<file path="src/rtl/lprl_pkg.sv">
// Shared types and constants of the page replacement list
package lprl_pkg;

    localparam int FRAMES_DEF  = 16;
    localparam int PAGE_W      = 20;
    localparam int FUNC_W      = 2;
    localparam int STAT_W      = 2;
    localparam int QUEUE_DEPTH = 2;

    typedef enum logic [FUNC_W-1:0] {
        FN_INSERT = 2'd0,
        FN_ACCESS = 2'd1,
        FN_TICK   = 2'd2,
        FN_VICTIM = 2'd3
    } func_t;

    typedef enum logic [STAT_W-1:0] {
        ST_DONE   = 2'd0,
        ST_VICTIM = 2'd1,
        ST_EMPTY  = 2'd2,
        ST_FULL   = 2'd3
    } status_t;

    typedef struct packed {
        func_t             func;
        logic [PAGE_W-1:0] page;
    } cmd_t;

    typedef struct packed {
        logic vld;
        cmd_t cmd;
    } q_out_t;

endpackage

</file>
<file path="src/rtl/lprl_front.sv">
// Command intake: accept, classify and queue transactions for the list engine
module lprl_front import lprl_pkg::*;
(
    input  logic              clk,
    input  logic              rst_n,
    input  logic              start,
    input  logic [FUNC_W-1:0] func,
    input  logic [PAGE_W-1:0] page_id,
    input  logic              pop,
    output logic              busy,
    output q_out_t            q_out
);

    localparam int QW = $clog2(QUEUE_DEPTH);
    localparam int FW = $clog2(QUEUE_DEPTH + 1);

    cmd_t            q_reg [QUEUE_DEPTH];
    logic [QW-1:0]   wr_ptr_reg;
    logic [QW-1:0]   wr_ptr_next;
    logic [QW-1:0]   rd_ptr_reg;
    logic [QW-1:0]   rd_ptr_next;
    logic [FW-1:0]   fill_reg;
    logic [FW-1:0]   fill_next;
    logic            push;
    logic            pop_ok;
    func_t           func_in;
    cmd_t            cmd_in;

    always_comb
    begin
        func_in     = func_t'(func);
        cmd_in.func = func_in;
        unique case (func_in)
            FN_INSERT, FN_ACCESS: cmd_in.page = page_id;
            FN_TICK, FN_VICTIM:   cmd_in.page = '0;
        endcase
    end

    assign busy   = (fill_reg == FW'(QUEUE_DEPTH));
    assign push   = start && !busy;
    assign pop_ok = pop && (fill_reg != '0);

    always_comb
    begin
        wr_ptr_next = wr_ptr_reg;
        rd_ptr_next = rd_ptr_reg;
        if (push)
        begin
            wr_ptr_next = (wr_ptr_reg == QW'(QUEUE_DEPTH - 1)) ? '0 : wr_ptr_reg + QW'(1);
        end
        if (pop_ok)
        begin
            rd_ptr_next = (rd_ptr_reg == QW'(QUEUE_DEPTH - 1)) ? '0 : rd_ptr_reg + QW'(1);
        end
        fill_next = fill_reg + FW'(push) - FW'(pop_ok);
    end

    always_ff @(posedge clk or negedge rst_n)
    begin
        if (!rst_n)
        begin
            wr_ptr_reg <= '0;
            rd_ptr_reg <= '0;
            fill_reg   <= '0;
        end
        else
        begin
            wr_ptr_reg <= wr_ptr_next;
            rd_ptr_reg <= rd_ptr_next;
            fill_reg   <= fill_next;
        end
    end

    always_ff @(posedge clk)
    begin
        if (push)
        begin
            q_reg[wr_ptr_reg] <= cmd_in;
        end
    end

    assign q_out.vld = (fill_reg != '0);
    assign q_out.cmd = q_reg[rd_ptr_reg];

endmodule

</file>
<file path="src/rtl/lprl_back.sv">
// List engine: ping-pong page memory walked one entry per cycle
module lprl_back import lprl_pkg::*;
#(
    parameter int FRAMES = FRAMES_DEF
)
(
    input  logic              clk,
    input  logic              rst_n,
    input  q_out_t            q_in,
    output logic              pop,
    output logic              done,
    output status_t           status,
    output logic [PAGE_W-1:0] victim_page
);

    localparam int IW = $clog2(FRAMES);
    localparam int CW = $clog2(FRAMES + 1);
    localparam int DW = PAGE_W + 1;
    localparam logic [CW-1:0] FULL_CNT = CW'(FRAMES);
    localparam logic [IW:0]   FRAMES_X = (IW + 1)'(FRAMES);

    typedef enum logic [2:0] {
        B_IDLE = 3'b001,
        B_WALK = 3'b010,
        B_FIN  = 3'b100
    } bstate_t;

    logic [DW-1:0]     mem [2][FRAMES];

    bstate_t           state_reg, state_next;
    cmd_t              cmd_reg, cmd_next;
    logic              bank_reg, bank_next;
    logic [CW-1:0]     cnt_reg, cnt_next;
    logic [CW-1:0]     hot_reg, hot_next;
    logic              iss_on_reg, iss_on_next;
    logic [IW-1:0]     iss_idx_reg, iss_idx_next;
    logic              rd_vld_reg, rd_vld_next;
    logic              rd_last_reg, rd_last_next;
    logic [IW-1:0]     rd_pos_reg, rd_pos_next;
    logic [DW-1:0]     rd_data_reg;
    logic              hit_reg, hit_next;
    logic              hit_bit_reg, hit_bit_next;
    logic [CW-1:0]     hptr_reg, hptr_next;
    logic [CW-1:0]     cptr_reg, cptr_next;
    logic [PAGE_W-1:0] vic_page_reg, vic_page_next;
    logic              vic_bit_reg, vic_bit_next;
    logic              done_reg, done_next;
    status_t           status_reg, status_next;
    logic [PAGE_W-1:0] victim_reg, victim_next;

    logic              we;
    logic              wbank;
    logic [IW-1:0]     widx;
    logic [DW-1:0]     wdata;
    logic              re;

    logic [CW-1:0]     cnt_m1;
    logic [IW-1:0]     last_idx;
    logic [CW-1:0]     hptr_m1;
    logic [IW:0]       pos_inc;
    logic              in_range;
    logic              d_bit;
    logic [PAGE_W-1:0] d_page;
    logic              d_hit;

    assign cnt_m1   = cnt_reg - CW'(1);
    assign last_idx = cnt_m1[IW-1:0];
    assign hptr_m1  = hptr_reg - CW'(1);
    assign pos_inc  = {1'b0, rd_pos_reg} + (IW + 1)'(1);
    assign in_range = (pos_inc < FRAMES_X);
    assign d_bit    = rd_data_reg[PAGE_W];
    assign d_page   = rd_data_reg[PAGE_W-1:0];
    assign d_hit    = (d_page == cmd_reg.page);

    always_comb
    begin
        state_next    = state_reg;
        cmd_next      = cmd_reg;
        bank_next     = bank_reg;
        cnt_next      = cnt_reg;
        hot_next      = hot_reg;
        iss_on_next   = iss_on_reg;
        iss_idx_next  = iss_idx_reg;
        rd_vld_next   = 1'b0;
        rd_last_next  = rd_last_reg;
        rd_pos_next   = rd_pos_reg;
        hit_next      = hit_reg;
        hit_bit_next  = hit_bit_reg;
        hptr_next     = hptr_reg;
        cptr_next     = cptr_reg;
        vic_page_next = vic_page_reg;
        vic_bit_next  = vic_bit_reg;
        done_next     = 1'b0;
        status_next   = status_reg;
        victim_next   = victim_reg;
        we            = 1'b0;
        wbank         = bank_reg;
        widx          = '0;
        wdata         = '0;
        re            = 1'b0;
        pop           = 1'b0;

        unique case (state_reg)
            B_IDLE:
            begin
                if (q_in.vld)
                begin
                    pop          = 1'b1;
                    cmd_next     = q_in.cmd;
                    hit_next     = 1'b0;
                    hit_bit_next = 1'b0;
                    hptr_next    = hot_reg;
                    cptr_next    = hot_reg;
                    if (cnt_reg == '0)
                    begin
                        state_next = B_FIN;
                    end
                    else
                    begin
                        state_next   = B_WALK;
                        iss_on_next  = 1'b1;
                        iss_idx_next = (q_in.cmd.func == FN_VICTIM) ? last_idx : '0;
                    end
                end
            end
            B_WALK:
            begin
                // issue one read per cycle, process its data in the following cycle
                if (iss_on_reg)
                begin
                    re           = 1'b1;
                    rd_vld_next  = 1'b1;
                    rd_pos_next  = iss_idx_reg;
                    rd_last_next = (iss_idx_reg == last_idx);
                    iss_idx_next = iss_idx_reg + IW'(1);
                    if (iss_idx_reg == last_idx)
                    begin
                        iss_on_next = 1'b0;
                    end
                end
                if (rd_vld_reg)
                begin
                    unique case (cmd_reg.func)
                        FN_INSERT:
                        begin
                            if (d_hit)
                            begin
                                hit_next     = 1'b1;
                                hit_bit_next = d_bit;
                            end
                            else if (hit_reg)
                            begin
                                we    = 1'b1;
                                wbank = ~bank_reg;
                                widx  = rd_pos_reg;
                                wdata = rd_data_reg;
                            end
                            else if (in_range)
                            begin
                                we    = 1'b1;
                                wbank = ~bank_reg;
                                widx  = pos_inc[IW-1:0];
                                wdata = rd_data_reg;
                            end
                        end
                        FN_ACCESS:
                        begin
                            if (d_hit)
                            begin
                                we    = 1'b1;
                                wbank = bank_reg;
                                widx  = rd_pos_reg;
                                wdata = {1'b1, d_page};
                                if (!d_bit)
                                begin
                                    hot_next = hot_reg + CW'(1);
                                end
                            end
                        end
                        FN_TICK:
                        begin
                            // accessed pages fill the front from the back end down
                            we    = 1'b1;
                            wbank = ~bank_reg;
                            wdata = {1'b0, d_page};
                            if (d_bit)
                            begin
                                widx      = hptr_m1[IW-1:0];
                                hptr_next = hptr_m1;
                            end
                            else
                            begin
                                widx      = cptr_reg[IW-1:0];
                                cptr_next = cptr_reg + CW'(1);
                            end
                        end
                        FN_VICTIM:
                        begin
                            vic_page_next = d_page;
                            vic_bit_next  = d_bit;
                        end
                    endcase
                    if (rd_last_reg)
                    begin
                        state_next = B_FIN;
                    end
                end
            end
            B_FIN:
            begin
                state_next  = B_IDLE;
                done_next   = 1'b1;
                status_next = ST_DONE;
                victim_next = '0;
                unique case (cmd_reg.func)
                    FN_INSERT:
                    begin
                        if (hit_reg)
                        begin
                            we        = 1'b1;
                            wbank     = ~bank_reg;
                            widx      = '0;
                            wdata     = {hit_bit_reg, cmd_reg.page};
                            bank_next = ~bank_reg;
                        end
                        else if (cnt_reg != FULL_CNT)
                        begin
                            we        = 1'b1;
                            wbank     = ~bank_reg;
                            widx      = '0;
                            wdata     = {1'b0, cmd_reg.page};
                            bank_next = ~bank_reg;
                            cnt_next  = cnt_reg + CW'(1);
                        end
                        else
                        begin
                            status_next = ST_FULL;
                        end
                    end
                    FN_ACCESS:
                    begin
                    end
                    FN_TICK:
                    begin
                        bank_next = ~bank_reg;
                        hot_next  = '0;
                    end
                    FN_VICTIM:
                    begin
                        if (cnt_reg == '0)
                        begin
                            status_next = ST_EMPTY;
                        end
                        else
                        begin
                            status_next = ST_VICTIM;
                            victim_next = vic_page_reg;
                            cnt_next    = cnt_m1;
                            if (vic_bit_reg)
                            begin
                                hot_next = hot_reg - CW'(1);
                            end
                        end
                    end
                endcase
            end
            default:
            begin
                state_next = B_IDLE;
            end
        endcase
    end

    always_ff @(posedge clk or negedge rst_n)
    begin
        if (!rst_n)
        begin
            state_reg   <= B_IDLE;
            bank_reg    <= 1'b0;
            cnt_reg     <= '0;
            hot_reg     <= '0;
            iss_on_reg  <= 1'b0;
            rd_vld_reg  <= 1'b0;
            rd_last_reg <= 1'b0;
            hit_reg     <= 1'b0;
            done_reg    <= 1'b0;
        end
        else
        begin
            state_reg   <= state_next;
            bank_reg    <= bank_next;
            cnt_reg     <= cnt_next;
            hot_reg     <= hot_next;
            iss_on_reg  <= iss_on_next;
            rd_vld_reg  <= rd_vld_next;
            rd_last_reg <= rd_last_next;
            hit_reg     <= hit_next;
            done_reg    <= done_next;
        end
    end

    always_ff @(posedge clk)
    begin
        cmd_reg      <= cmd_next;
        iss_idx_reg  <= iss_idx_next;
        rd_pos_reg   <= rd_pos_next;
        hit_bit_reg  <= hit_bit_next;
        hptr_reg     <= hptr_next;
        cptr_reg     <= cptr_next;
        vic_page_reg <= vic_page_next;
        vic_bit_reg  <= vic_bit_next;
        status_reg   <= status_next;
        victim_reg   <= victim_next;
    end

    always_ff @(posedge clk)
    begin
        if (we)
        begin
            mem[wbank][widx] <= wdata;
        end
        if (re)
        begin
            rd_data_reg <= mem[bank_reg][iss_idx_reg];
        end
    end

    assign done        = done_reg;
    assign status      = status_reg;
    assign victim_page = victim_reg;

endmodule

</file>
<file path="src/rtl/lru_page_replacement_list.sv">
// Top level of the LRU-approximation page replacement list. A command is taken
// when start is high and busy is low; up to two commands wait in an intake queue,
// and busy is high only while that queue is full. Every command gives exactly one
// result, shown on status and victim_page for one cycle while done is high; the
// receiver must take it then. The list lives in a two-bank page memory with one
// read and one write port, and the engine walks it one entry per cycle: insert,
// access and tick read every entry, a victim request reads only the last one,
// and any command on an empty list skips the walk.
module lru_page_replacement_list import lprl_pkg::*;
#(
    parameter int FRAMES = FRAMES_DEF
)
(
    input  logic              clk,
    input  logic              rst_n,
    input  logic              start,
    output logic              busy,
    input  logic [FUNC_W-1:0] func,
    input  logic [PAGE_W-1:0] page_id,
    output logic              done,
    output logic [STAT_W-1:0] status,
    output logic [PAGE_W-1:0] victim_page
);

    q_out_t  q_out;
    logic    pop;
    status_t status_int;

    lprl_front u_front
    (
        .clk     (clk),
        .rst_n   (rst_n),
        .start   (start),
        .func    (func),
        .page_id (page_id),
        .pop     (pop),
        .busy    (busy),
        .q_out   (q_out)
    );

    lprl_back #(
        .FRAMES (FRAMES)
    ) u_back
    (
        .clk         (clk),
        .rst_n       (rst_n),
        .q_in        (q_out),
        .pop         (pop),
        .done        (done),
        .status      (status_int),
        .victim_page (victim_page)
    );

    assign status = status_int;

endmodule

</file>
<file path="config.mk">
export PLATFORM = sky130hd
export DESIGN_NAME = lru_page_replacement_list
export DESIGN_NICKNAME = d
export VERILOG_FILES = /design/src/rtl/lprl_pkg.sv /design/src/rtl/lprl_front.sv /design/src/rtl/lprl_back.sv /design/src/rtl/lru_page_replacement_list.sv
export SDC_FILE = /design/constraint.sdc
export NUM_CORES = 1
export LEC_CHECK = 0
export BUFFER_PORTS_ARGS = -buffer_cell sky130_fd_sc_hd__buf_2
export CELL_PAD_IN_SITES_DETAIL_PLACEMENT = 1
export CELL_PAD_IN_SITES_GLOBAL_PLACEMENT = 2
export CORE_ASPECT_RATIO = 2
export CORE_MARGIN = 2
export CORE_UTILIZATION = 25
export DETAILED_ROUTE_END_ITERATION = 6
export GPL_TIMING_DRIVEN = 1
export PLACE_DENSITY_LB_ADDON = 0.1
export SYNTH_ARGS = -nofsm -noshare
export SYNTH_HDL_FRONTEND = slang
export SYNTH_HIERARCHICAL = 1
export SYNTH_SLANG_ARGS = --single-unit
export TNS_END_PERCENT = 1
</file>
<file path="constraint.sdc">
create_clock -name clk -period 5 [get_ports clk]
set_input_delay 0.25 -clock clk [delete_from_list [all_inputs] [get_ports clk]]
set_output_delay 0.25 -clock clk [all_outputs]
set_load 0.01 [all_outputs]
</file>
==> impl_metrics.csv, run 1 <==
group,metric,value,unit
clock_tree,numCtsBuffers,80,
detailed_routing,ant_nets,0,
timing,setup_viol,0,
floorplan,fp.dieH,520,microns
grt,grt_pass1_wl,138,mm
setup_path,critical_path_class,"reg -> reg",
power_and_ir_drop,p_leak,12.1,nW
logic_synthesis,yosysTopAreaCell,"edfxtp_1",
power_and_ir_drop,intPower,14.3,mW
logic_synthesis,async_flop_share,2.62,%
power_and_ir_drop,swShare,30.6,%
setup_path,crit_start,"u_back/rd_data_reg[11]",
job,max_cap_violations,0,
timing,fin_crit,3.92,ns
clock_tree,clk_latency,0.69,ns
floorplan,initial_utilization,25.1,%
timing,clock.fmax,255,MHz
logic_synthesis,syn_inst,1541,
setup_path,startpoint_type,"register",
grt,grt_max_degree,43,
clock_tree,path_clk_slew,0.06,ns
setup_path,rr_startpoint,"u_back/rd_data_reg[11]",
logic_synthesis,synth-edff-count,819,
floorplan,die_area,0.136,sq mm
status,status,"finished clean",
power_and_ir_drop,combPwrFrac,26.7,%
place,gp_congestion,0.740,
power_and_ir_drop,powerDensity,521,mW/mm^2
detailed_routing,drcViolationCount,0,
timing,fin_skew,0.0264,ns
setup_path,critPathSlowestCell,"nor4_2",
logic_synthesis,synth_commonest_cells,"edfxtp_1 (819), mux4_2 (210), nor2_1 (47), clkbuf_1 (37), xor2_1 (31)",
power_and_ir_drop,p_seq_share,43.0,%
detailed_routing,top_layer,"met4",
setup_path,cp_data_arrival_time,4.29,ns
logic_synthesis,yosys-top-cells-area,"edfxtp_1 (74%), mux4_2 (14%), dfrtp_1 (1.6%), mux2_4 (0.86%), xor2_1 (0.82%)",
clock_tree,cts-resized-gates,0,
setup_path,cpPeakStageDelay,0.52,ns
clock_tree,cts.sinks,841,
clock_tree,cts_setup_buffers,0,
detailed_routing,route.met2.wl,57.7,mm
setup_path,cp-end-kind,"register",
clock_tree,clockBufferDepth,3,
clock_tree,hold_buffers,23,
detailed_routing,routed-wl-met3,2.40,mm
final_layout,largest_register_ffs,672,
clock_tree,cts.htree.levels,3,
timing,tns,0,ns
setup_path,critPathRequiredTime,5.37,ns
timing,slew_violations,0,
detailed_routing,viasPerCell,4.48,
logic_synthesis,synth.distinct_cells,72,
final_layout,fin_area,0.0394,sq mm
timing,worst_pin_slew,1.25,ns
final_layout,drive_gt1_share,31.8,%
timing,finalHoldWorstSlack,0.0936,ns
place,placed_area,0.0366,sq mm
grt,track_usage,14.5,%
floorplan,pin_count,49,
clock_tree,cts-root-buf,"clkbuf_16",
floorplan,core_area,0.132,sq mm
logic_synthesis,syn_avg_cell_area,21.6,sq um
grt,grt_antenna_before_repair,2,
hold_path,hp-class,"in -> reg",
logic_synthesis,synthFlopType,"edfxtp_1",
floorplan,fp-row-count,189,
grt,grt_pass1_vias,17800,
grt,overflow,0,
logic_synthesis,synth_fp_nets,1580,
setup_path,path_cells,"xor2_1, nor4_2, buf_4, and3_1, a221oi_1, a311oi_2, nand3_2, nor3_2, buf_12",
final_layout,layout.nets,1751,
final_layout,syn2layout_area_growth,18.5,%
detailed_routing,wl_met1,35.2,mm
timing,finalHoldViolations,0,
timing,rsz0062_at_grt,"no",
logic_synthesis,synth_most_common_cell,"edfxtp_1",
logic_synthesis,synth_area,0.0333,sq mm
clock_tree,tritoncts,"yes",
logic_synthesis,ys_ff_latch,841,
floorplan,die_x,262,microns
timing,relSlewSlack,16.6,%
detailed_routing,num_vias,15600,
logic_synthesis,yosysSeqAreaShare,75.6,%
detailed_routing,drtIter0Drc,1110,
power_and_ir_drop,clkPwrFrac,30.3,%
setup_path,crit_fanout,21,
hold_path,hold_start,"func[1]",
detailed_routing,drt_pre_antenna_iters,6,
detailed_routing,drt-total-wl,96.9,mm
place,port_buffers,48,
logic_synthesis,yosysWarningCount,6,
logic_synthesis,yosysTopAreaCellShare,73.9,%
power_and_ir_drop,vdd_drop_max,0.000252,V
place,place_hpwl,63.7,mm
power_and_ir_drop,p_switching,6.28,mW
timing,fin_crit_sh,78.4,%
detailed_routing,wl_per_cell,27.8,microns
## per-layer routing
layer / track usage (%) / up-vias
met4: 3.37 / 0
met2: 29.3 / 189
met5: 0 / -
met3: 1.99 / 102
met1: 15.4 / 8607
li1: - / 6724
## final timing paths
path | end | slack, ns | cells after the start
setup / recovery | u_back/mem[0][214] | 1.08 | 9
hold / removal | u_front/q_reg[0][21] | 0.09 | 1
setup reg to reg | u_back/mem[0][214] | 1.08 | 9
hold reg to reg | u_back/vic_page_reg[19] | 0.50 | 0
max in group asynchronous | u_back/bank_reg | 4.43 | 2
min in group asynchronous | u_back/hit_reg | 0.11 | 2
## worst max-delay path, delay by kind of cell (launching register included)
kind	cells	cell delay (ns)
AOI/OAI and AO/OA	2	0.59
buffers and inverters	2	0.50
xor gates and xnor gates	1	0.18
and+or+nand+nor	4	1.88
DFF	1	0.44
## layout by cell type (no fill, tap or decap), drive strengths merged, types with 14 or more instances in the layout
cell type	synthesis	routed
a21oi	20	20
a22o	20	20
and2	24	24
buf	39	142
clkbuf	37	95
clkinv	1	29
dfrtp	21	21
dlygate4sd3	0	23
edfxtp	819	819
ha	14	14
inv	16	19
mux2	44	44
mux4	210	210
nand2	24	24
nor2	50	50
nor2b	26	26
nor3	18	18
o21ai	16	16
xor2	31	31
## cell type report
type	instances	area, sq um
Fill cell	13300	93000
Sequential cell	841	25100
Multi-Input combinational cell	607	7940
Tap cell	1719	2150
Clock buffer	95	2120
Timing Repair Buffer	165	1540
Clock inverter	42	457
Inverter	17	63.8
Antenna cell	2	5.00
## power by group through the flow
stage               Sequential [mW]  Combinational [mW]  Clock, mW
detailed placement             9.00                5.73          0
finish                         8.83                5.48       6.23
global placement               8.98                5.73          0
CTS                            8.85                5.77       6.46
global route                   8.90                5.97       6.68
floorplan                      8.71                3.68          0
## cells by family after synthesis
logic type	Yosys count	share of synthesized area [%]
mux	257	16.0
fa+ha+maj	14	0.527
xor+xnor	43	1.13
compound gates	98	2.23
simple gates	195	3.23
flops	841	75.6
buf+inv	93	1.27
## through the flow
| step | total power [mW] | worst slack (ns) | utilization [%] | cells |
|---|---|---|---|---|
| after global placement | 14.7 | 0.958 | 27.6 | 3326 |
| after detailed placement | 14.7 | 0.907 | 27.6 | 3326 |
| after floorplan | 12.4 | 0.736 | - | 1541 |
| final | 20.5 | 1.08 | 29.8 | 3488 |
| after CTS | 21.1 | 0.873 | 29.8 | 3486 |
| after global routing | 21.5 | 0.731 | 29.8 | 3487 |
No activity file was read; power rests on OpenSTA's default activity.
==> run 2, diff against run 1 <==
--- a/config.mk
+++ b/config.mk
@@ -5,6 +5,7 @@
 export SDC_FILE = /design/constraint.sdc
 export NUM_CORES = 1
 export LEC_CHECK = 0
+export ABC_AREA = 1
 export BUFFER_PORTS_ARGS = -buffer_cell sky130_fd_sc_hd__buf_2
 export CELL_PAD_IN_SITES_DETAIL_PLACEMENT = 1
 export CELL_PAD_IN_SITES_GLOBAL_PLACEMENT = 2
==> constraint.sdc (replaced) <==
create_clock -name clk -period 3.7 [get_ports clk]
set_input_delay 0.185 -clock clk [delete_from_list [all_inputs] [get_ports clk]]
set_output_delay 0.185 -clock clk [all_outputs]
set_load 0.01 [all_outputs]
==> impl_metrics.csv, run 2 <==
group,metric,value,unit
logic_synthesis,syn_avg_cell_area,12.6,sq um
grt,track_usage,16.9,%
power_and_ir_drop,powerDensity,764,mW/mm^2
logic_synthesis,syn_inst,2707,
grt,grt_pass1_vias,23900,
floorplan,die_x,265,microns
timing,slew_violations,0,
logic_synthesis,synth-edff-count,819,
clock_tree,path_clk_slew,0.07,ns
floorplan,initial_utilization,25.2,%
floorplan,die_area,0.140,sq mm
logic_synthesis,synth_most_common_cell,"edfxtp_1",
logic_synthesis,synth_area,0.0342,sq mm
final_layout,final_cell_mix,"edfxtp_1 (819), nor2_1 (449), o21ai_0 (409)",
setup_path,crit_fanout,16,
timing,clock.fmax,291,MHz
final_layout,drive_gt1_share,13.5,%
clock_tree,numCtsBuffers,83,
place,place_hpwl,76.0,mm
hold_path,hp-class,"in -> reg",
grt,grt_max_degree,91,
final_layout,nFillCells,14400,
timing,relSlewSlack,37.8,%
timing,setup_viol,0,
setup_path,critPathTopFamily,"simple AND/OR/NAND/NOR gates",
logic_synthesis,synth_fp_nets,2746,
setup_path,critPathRequiredTime,4.08,ns
grt,grt_antenna_before_repair,1,
setup_path,cp_num_buf_inv,1,
logic_synthesis,yosysWarningCount,6,
floorplan,fp-row-count,191,
setup_path,cpPeakStageDelay,0.44,ns
logic_synthesis,synth_commonest_cells,"edfxtp_1 (819), nor2_1 (471), o21ai_0 (409), nand2_1 (229), inv_1 (131)",
final_layout,mostFrequentLayoutCell,"edfxtp_1",
clock_tree,tritoncts,"yes",
timing,tns,0,ns
setup_path,critPathSlowestCell,"edfxtp_1",
power_and_ir_drop,vdd_drop_max,0.000391,V
setup_path,path_cells,"xnor2_1, nand3_1, nor2_1, nand2_1, nor2_4, nand3_1, nand3_2, nand2_1, nor2_2, nand4_1, nor2_4, buf_12",
detailed_routing,wl_per_cell,25.6,microns
logic_synthesis,async_flop_share,2.62,%
setup_path,startpoint_type,"register",
timing,fin_crit_sh,93.0,%
clock_tree,clk_latency,0.69,ns
floorplan,pin_count,49,
logic_synthesis,synth.distinct_cells,48,
final_layout,layout.nets,2858,
grt,grt_pass1_wl,172,mm
clock_tree,cts_setup_buffers,0,
logic_synthesis,synthFlopType,"edfxtp_1",
place,port_buffers,48,
floorplan,core_area,0.136,sq mm
setup_path,cp-end-kind,"register",
clock_tree,cts.htree.levels,3,
timing,finalHoldViolations,0,
logic_synthesis,yosysSeqAreaShare,73.6,%
detailed_routing,drt-total-wl,118,mm
grt,overflow,0,
logic_synthesis,yosysTopAreaCellShare,72.0,%
logic_synthesis,ys_ff_latch,841,
timing,rsz0062_at_grt,"no",
detailed_routing,drcViolationCount,0,
detailed_routing,viasPerCell,4.75,
detailed_routing,num_vias,22000,
setup_path,cp_data_arrival_time,3.82,ns
logic_synthesis,yosysTopAreaCell,"edfxtp_1",
timing,fin_skew,0.0222,ns
status,status,"finished clean",
final_layout,largest_register_ffs,672,
job,max_cap_violations,0,
clock_tree,clockBufferDepth,3,
final_layout,final_core_util,29.9,%
detailed_routing,drtIter0Drc,1464,
timing,fin_crit,3.44,ns
detailed_routing,ant_nets,0,
detailed_routing,drt_pre_antenna_iters,5,
final_layout,syn2layout_area_growth,18.7,%
timing,finalHoldWorstSlack,0.0389,ns
clock_tree,cts-root-buf,"clkbuf_16",
place,gp_congestion,0.761,
clock_tree,cts.sinks,841,
clock_tree,cts-resized-gates,0,
setup_path,critical_path_class,"reg -> reg",
power_and_ir_drop,p_leak,13.7,nW
floorplan,fp.dieH,527,microns
timing,worst_pin_slew,0.927,ns
logic_synthesis,yosys-top-cells-area,"edfxtp_1 (72%), o21ai_0 (6.0%), nor2_1 (5.2%), nand2_1 (2.5%), o221ai_1 (2.2%)",
==> run 2: changes by cell type in the layout (fill, tap and decap cells not counted), moves of 23 or more <==
cell      before  now
nor2_1        25  449
o21ai_0       12  409
mux4_2       210    0
nand2_1       24  229
inv_1         16  129
o22ai_1        2   88
o221ai_1       0   84
nand3_1        8   82
o21ai_1        2   34
nor2b_1       26    0
o211ai_1       0   23
==> run 2: per-stage QoR <==
stage | power (mW) | setup slack [ns] | area, sq um | instances
6_report | 31.0 | 0.259 | 40600 | 4623
4_1_cts | 31.8 | 0.183 | 40600 | 4622
3_5_place_dp | 22.7 | 0.207 | 37600 | 4448
3_3_place_gp | 22.6 | 0.237 | 37600 | 4448
2_1_floorplan | 17.6 | 0.699 | 34200 | 2707
5_1_grt | 32.8 | 0.0209 | 40600 | 4623
==> run 2: path summary, 6_finish.rpt <==
check                                       from              endpoint  slack [ns]  depth (start not counted)
max                        u_back/rd_data_reg[7]    u_back/mem[0][283]        0.26                         12
min                                      func[1]  u_front/q_reg[0][21]        0.04                          1
max reg2reg                u_back/rd_data_reg[7]    u_back/mem[0][283]        0.26                         12
min reg2reg                   u_front/wr_ptr_reg    u_front/wr_ptr_reg        0.48                          2
max in group asynchronous                  rst_n       u_back/bank_reg        3.14                          2
min in group asynchronous                  rst_n       u_back/bank_reg        0.08                          2
==> run 2: layout make-up <==
class	count	area (sq um)	area share, %
Timing Repair Buffer	192	1840	4.54
Tap cell	1737	2170	5.36
Clock buffer	101	2210	5.44
Clock inverter	50	564	1.39
Sequential cell	841	25100	62.0
Inverter	152	582	1.43
Multi-Input combinational cell	1549	8060	19.9
Antenna cell	1	2.50	0.00617
==> run 2: kinds of logic (layout without fill, tap and decap cells) <==
logic type,Yosys count,in the layout,synth area share [%]
AO/OA/AOI/OAI,690,690,11.8
XOR/XNOR,20,20,0.513
adder cells (fa/ha/maj),14,14,0.513
buffers and inverters,317,495,3.77
flip-flops,841,841,73.6
other,0,1,0
AND/OR/NAND/NOR,825,825,9.82
==> run 2: timing repair <==
| action | 4_1_cts | 5_1_grt |
|---|---|---|
| endpoints found under the hold margin | 65 | 0 |
| hold buffers | 23 | 0 |
| endpoints found under the setup margin | 0 | 0 |
==> run 2: report_power, final <==
group	total, mW	internal [mW]	switching, mW
logic	10.4	2.77	7.66
clock network	8.88	5.03	3.85
registers	11.7	11.3	0.441
total	31.0	19.1	11.9
==> run 2: metal layers <==
metal | routed length (microns) | up-vias | GRT usage [%]
li1 | - | 10100 | -
met1 | 45100 | 11500 | 18.3
met2 | 67800 | 270 | 33.8
met3 | 2710 | 117 | 1.89
met4 | 2700 | 0 | 4.83
met5 | 0 | - | 0
